### src/hdl/rau_pkg.sv
// Package: opcodes, controller states and command/status types.
package rau_pkg;
  typedef enum logic [2:0] {
    OP_ADD = 3'd0, OP_SUB = 3'd1, OP_MUL = 3'd2, OP_DIV = 3'd3, OP_CMP = 3'd4
  } op_e;

  typedef enum logic [3:0] {
    ST_IDLE, ST_MUL0, ST_MUL1, ST_MUL2, ST_FORM, ST_GCD, ST_DIVN, ST_DIVD, ST_DONE
  } state_e;

  typedef enum logic [2:0] {
    CMD_NONE, CMD_LOAD, CMD_MUL0, CMD_MUL1, CMD_MUL2, CMD_FORM, CMD_GCD, CMD_DIV
  } cmd_e;

  typedef struct packed {
    cmd_e cmd;
    logic div_start;
    logic div_sel_d;  // 0 numerator, 1 denominator
    logic store_n;
    logic store_d;
    logic out_load;
  } ctl_t;

  typedef struct packed {
    logic gcd_done;
    logic div_done;
    logic is_arith;
  } sts_t;
endpackage

### src/hdl/rau_ctrl.sv
// Controller state machine for the rational arithmetic unit.
module rau_ctrl (
  input  logic           clk_i,
  input  logic           rst_ni,
  input  logic           in_valid_i,
  output logic           in_stall_o,
  input  logic           out_valid_q_i,
  input  logic           out_stall_i,
  input  rau_pkg::sts_t  sts_i,
  output rau_pkg::ctl_t  ctl_o
);
  import rau_pkg::*;

  state_e state_q, state_d;
  logic   out_free;

  assign out_free = !out_valid_q_i || !out_stall_i;

  always_ff @(posedge clk_i or negedge rst_ni) begin
    if (!rst_ni) begin
      state_q <= ST_IDLE;
    end else begin
      state_q <= state_d;
    end
  end

  always_comb begin
    state_d = state_q;
    unique case (state_q)
      ST_IDLE: if (in_valid_i) state_d = ST_MUL0;
      ST_MUL0: state_d = ST_MUL1;
      ST_MUL1: state_d = ST_MUL2;
      ST_MUL2: state_d = ST_FORM;
      ST_FORM: state_d = sts_i.is_arith ? ST_GCD : ST_DONE;
      ST_GCD:  if (sts_i.gcd_done) state_d = ST_DIVN;
      ST_DIVN: if (sts_i.div_done) state_d = ST_DIVD;
      ST_DIVD: if (sts_i.div_done) state_d = ST_DONE;
      ST_DONE: if (out_free) state_d = ST_IDLE;
      default: state_d = ST_IDLE;
    endcase
  end

  always_comb begin
    ctl_o = '0;
    ctl_o.cmd = CMD_NONE;
    in_stall_o = 1'b1;
    unique case (state_q)
      ST_IDLE: begin
        in_stall_o = 1'b0;
        ctl_o.cmd  = in_valid_i ? CMD_LOAD : CMD_NONE;
      end
      ST_MUL0: ctl_o.cmd = CMD_MUL0;
      ST_MUL1: ctl_o.cmd = CMD_MUL1;
      ST_MUL2: ctl_o.cmd = CMD_MUL2;
      ST_FORM: begin
        ctl_o.cmd = CMD_FORM;
      end
      ST_GCD: begin
        ctl_o.cmd = CMD_GCD;
        ctl_o.div_start = sts_i.gcd_done;
      end
      ST_DIVN: begin
        ctl_o.cmd = CMD_DIV;
        ctl_o.store_n = sts_i.div_done;
        ctl_o.div_start = sts_i.div_done;
        ctl_o.div_sel_d = sts_i.div_done;
      end
      ST_DIVD: begin
        ctl_o.cmd = CMD_DIV;
        ctl_o.div_sel_d = 1'b1;
        ctl_o.store_d = sts_i.div_done;
      end
      ST_DONE: ctl_o.out_load = out_free;
      default: ;
    endcase
  end
endmodule

### config.mk
export PLATFORM = sky130hd
export DESIGN_NAME = rau_ctrl
export DESIGN_NICKNAME = d
export VERILOG_FILES = /design/src/hdl/rau_pkg.sv /design/src/hdl/rau_ctrl.sv
export SDC_FILE = /design/constraint.sdc
export NUM_CORES = 1
export LEC_CHECK = 0
export BUFFER_PORTS_ARGS = -buffer_cell sky130_fd_sc_hd__buf_2
export CAP_MARGIN = 20
export CORE_AREA = 2 2 39 41
export DETAILED_ROUTE_END_ITERATION = 6
export DIE_AREA = 0 0 41 43
export PLACE_DENSITY = 0.48
export SETUP_SLACK_MARGIN = 0.3
export SLEW_MARGIN = 0
export SYNTH_ARGS = -nofsm -noshare
export SYNTH_HDL_FRONTEND = slang
export SYNTH_SLANG_ARGS = --single-unit
### constraint.sdc
create_clock -name clk_i -period 1.55 [get_ports clk_i]
set_clock_uncertainty 0.05 [all_clocks]
set_input_delay 0.155 -clock clk_i [delete_from_list [all_inputs] [get_ports clk_i]]
set_output_delay 0.155 -clock clk_i [all_outputs]
set_load 0.02 [all_outputs]
Yosys cells after proc, flatten, opt, wreduce, memory -nomap -nowiden --
Cells that the tools add are included.
Storage, ports and cells: flip-flop bits (word level) 4
Operators by class: reductions and logical operators 6, muxes and demuxes 15, eq/ne operators 13
Operators by type and width (number):
- one-hot mux 4 bit (9 select lines) | 1
- two-way mux 4 bit | 6
- one-hot mux 3 bit (7 select lines) | 1
- == test 4 x 3 -> 1 bit, second input constant | 4
- inequality test 2 bit, second input constant | 5
- == test 4 x 2 -> 1 bit, second input constant | 2
- two-way mux 1 bit | 5
- AND reduction 5 bit | 1
- == test 4 x 1 -> 1 bit, second input constant | 1
- == test 4 bit, second input constant | 1
- zero test 4 bit | 1
- one-hot mux 1 bit (2 select lines) | 2
- zero test 1 bit | 2
- OR reduction 2 bit | 1
- logical OR 1 bit | 1

Logic depth before layout (Yosys ltp) --
word-level depth 4, depth in mapped cells 4, depth with buffers taken out 3

Worst setup path after synthesis --
Ideal clock, no wire load.
path type flip-flop to output port, start point register state_q[0], end point output port ctl_o[5] (netlist bit), arrival time 1241 ps, stages on the path, launching flop included 4, setup slack 104 ps, cells stage by stage dfrtp_1 -> buf_2 -> o21bai_1 -> a211oi_1
RTL lines:
- start: declaration | line rau_ctrl.sv:14 | state_e state_q, state_d;
- start signal: assignment | line rau_ctrl.sv:23 | state_q <= state_d;
- end: declaration | line rau_ctrl.sv:10 | output rau_pkg::ctl_t ctl_o

Worst setup path in the final report --
start point register state_q[1], end point output port in_stall_o
On the way: longest elaborated chain between the ends 2
Ends and longest elaborated chain:
- zero test 4 bit | line rau_ctrl.sv:47 | unique case (state_q)
- two-way mux 1 bit | line rau_ctrl.sv:47
- end: declaration | line rau_ctrl.sv:6 | output logic in_stall_o,
Every way passes these cells.

==> results_dict.tcl <==
set metrics [dict create \
    synth_area_leaders "dfrtp_1, nor2_1, a21oi_1" \
    setup_viol 1 \
    io_buffers 16 \
    drt_iter0_markers 13 \
    initial_core_util_pct 26.2 \
    dp.cells 78 \
    rows 14 \
    final_cell_count_no_fill 91 \
    die_h_um 43 \
    drv_cap 0 \
    path_class "reg2out" \
    p_leak_nw 0.294 \
    yosys.area.top_type_share_pct 27.6 \
    critPathLaunchType "flop" \
    num_antenna_cells 0 \
    avgRoutedWirePerCell_um 12.8 \
    yosysSeqAreaShare_pct 27.6 \
    vias 471 \
    gp_congestion 0.770 \
    cp_max_fo 8 \
    ys_dominant_reg_cell "dfrtp_1" \
    slew_violations 0 \
    io-pin-count 17 \
    failed_checks "negative setup slack" \
    place_hpwl_um 690 \
    max_freq_mhz 645 \
    worstSkewPairLatency_ps 250 \
    crit_path_end_kind "output port" \
    drc 0 \
    dieArea_sq_um 1760 \
    grt_pass1_wl_mm 1.84 \
    synth_common_cells "nor2_1, a21oi_1, dfrtp_1" \
    firstDrtPassIters 4 \
    grt-ovfl-total 0 \
    drt_wl_total_mm 1.17 \
    grt_use_total_pct 15.6 \
    multi_input_area_sq_um 303 \
    async_reset_ff_share_pct 100 \
    antenna_found_initial 0 \
    synth_cells 49 \
    worst_pin_slew_ps 329 \
    largest_register_ffs 4 \
    ys_ff_latch 4 \
    regMostFlops "state_q" \
    regArea_sq_um 104 \
    cts_tree "done" \
    relSlewSlack_pct 77.8 \
    reg.largest.list "state_q: 4 flops" \
    layout-drive-gt1-share_pct 64.0 \
    clkTransAtPathRegs_ps 40 \
    period_needed_ps 1550 \
    htreeDepth 1 \
    ant_nets 0 \
    cts_buffer_depth 2 \
    die_w_um 41 \
    syn2layout_area_growth_pct 81.4 \
    fillers 140 \
    ys_types 26 \
    synth_area_per_cell_sq_um 7.41 \
    grt_pass1_vias 442 \
    core_sq_um 1380 \
    setup_slack_ps -0.772 \
    yosys.area.top_type "dfrtp_1" \
    tns_ps -0.772 \
    period_share_pct 100 \
    via_per_inst 5.18 \
    grt_max_degree 9 \
    cts-buffers-inserted 3 \
    synth_area_sq_um 363 \
    synth_fp_nets 57 \
    p_per_area_nw_per_um2 2390 \
    final_nets 85 \
    cts_root_buf "clkbuf_4" \
    hold_viol_final 0 \
    arrival_ps 1350 \
    synth-edff-count 0 \
    cts_sinks 4 \
    ir_worst_vdd_mv 1.14 \
    synth_most_common_cell "nor2_1" \
    cp.required_ps 1340 \
    rsz0062_at_grt "yes" \
    r2r_slack_ps 200 \
    ys_warn_count 0 \
    hold_class "in2reg" \
    status "finished with violations" \
]
[cells by family after synthesis]
| logic type | synth area share (%) |
|---|---|
| and+or+nand+nor | 33.1 |
| AOI/OAI and AO/OA | 30.0 |
| DFF | 27.6 |
| buffers and inverters | 9.31 |
[per-layer routing]
metal  up-vias  GRT usage (%)  part of all wire, %
li1        229              -                    -
met4         0           10.0                  2.9
met3         5           1.57                  4.6
met1       218           17.9                   40
met2        19           25.6                   53
met5         -              0                    0
[through the flow]
stage	hold slack [ps]	setup WS [ps]	utilization, %	total power, mW	area [sq um]
after floorplan	-191	267	-	0.863	384
after global placement	-85.0	153	33.6	1.03	465
after detailed placement	-84.3	169	33.6	1.02	465
after CTS	141	15.8	44.0	1.44	609
after global routing	164	-16.1	47.6	1.67	658
final	141	-0.772	47.6	1.57	658
[final cells by class]
class / instances / share of cell area, %
inverter: 2 / 1.14
clock buffer: 3 / 3.42
sequential: 4 / 15.8
tap: 16 / 3.04
timing repair buffer: 27 / 30.6
multi-input combinational: 39 / 46.0
[critical path, cell delays in order (launching register included)]
cell and delay, ps:
dfrtp_2 450, or4_4 500, buf_6 150
[repair_timing]
action | 4_1_cts | 5_1_grt
pin swaps | 4 | 3
setup endpoints to repair | 12 | 12
gates cloned | 0 | 0
resized for setup | 16 | 14
hold endpoints to repair | 4 | 0
setup buffers | 9 | 0
hold buffers | 1 | 0
[final timing paths]
check,to,depth (start not counted),startpoint
setup / recovery,in_stall_o,2,state_q[1]$_DFFE_PN0P_
hold / removal,state_q[3]$_DFFE_PN0P_,3,out_valid_q_i
setup reg to reg,state_q[0]$_DFFE_PN0P_,5,state_q[1]$_DFFE_PN0P_
hold reg to reg,state_q[3]$_DFFE_PN0P_,3,state_q[0]$_DFFE_PN0P_
max in group asynchronous,state_q[0]$_DFFE_PN0P_,2,rst_ni
min in group asynchronous,state_q[3]$_DFFE_PN0P_,2,rst_ni
[report_power, final]
group	switching (mW)	leakage (nW)	internal [mW]
clock	0.0500	0.0138	0.0871
combinational	0.588	0.235	0.589
sequential	0.0899	0.0457	0.167
total	0.728	0.294	0.843
[cells in the final DEF, fill, tap and decap left out, types with 2 or more instances in the layout]
master	n
buf_6	5
nor2_1	4
nor2_4	2
clkbuf_4	3
nor2b_2	2
nand2_1	2
a21oi_2	2
buf_2	9
a211oi_2	2
dfrtp_2	3
inv_1	2
buf_4	12
o21ai_0	2
a21oi_1	2
Note: power is estimated with default switching activity, not from simulation.
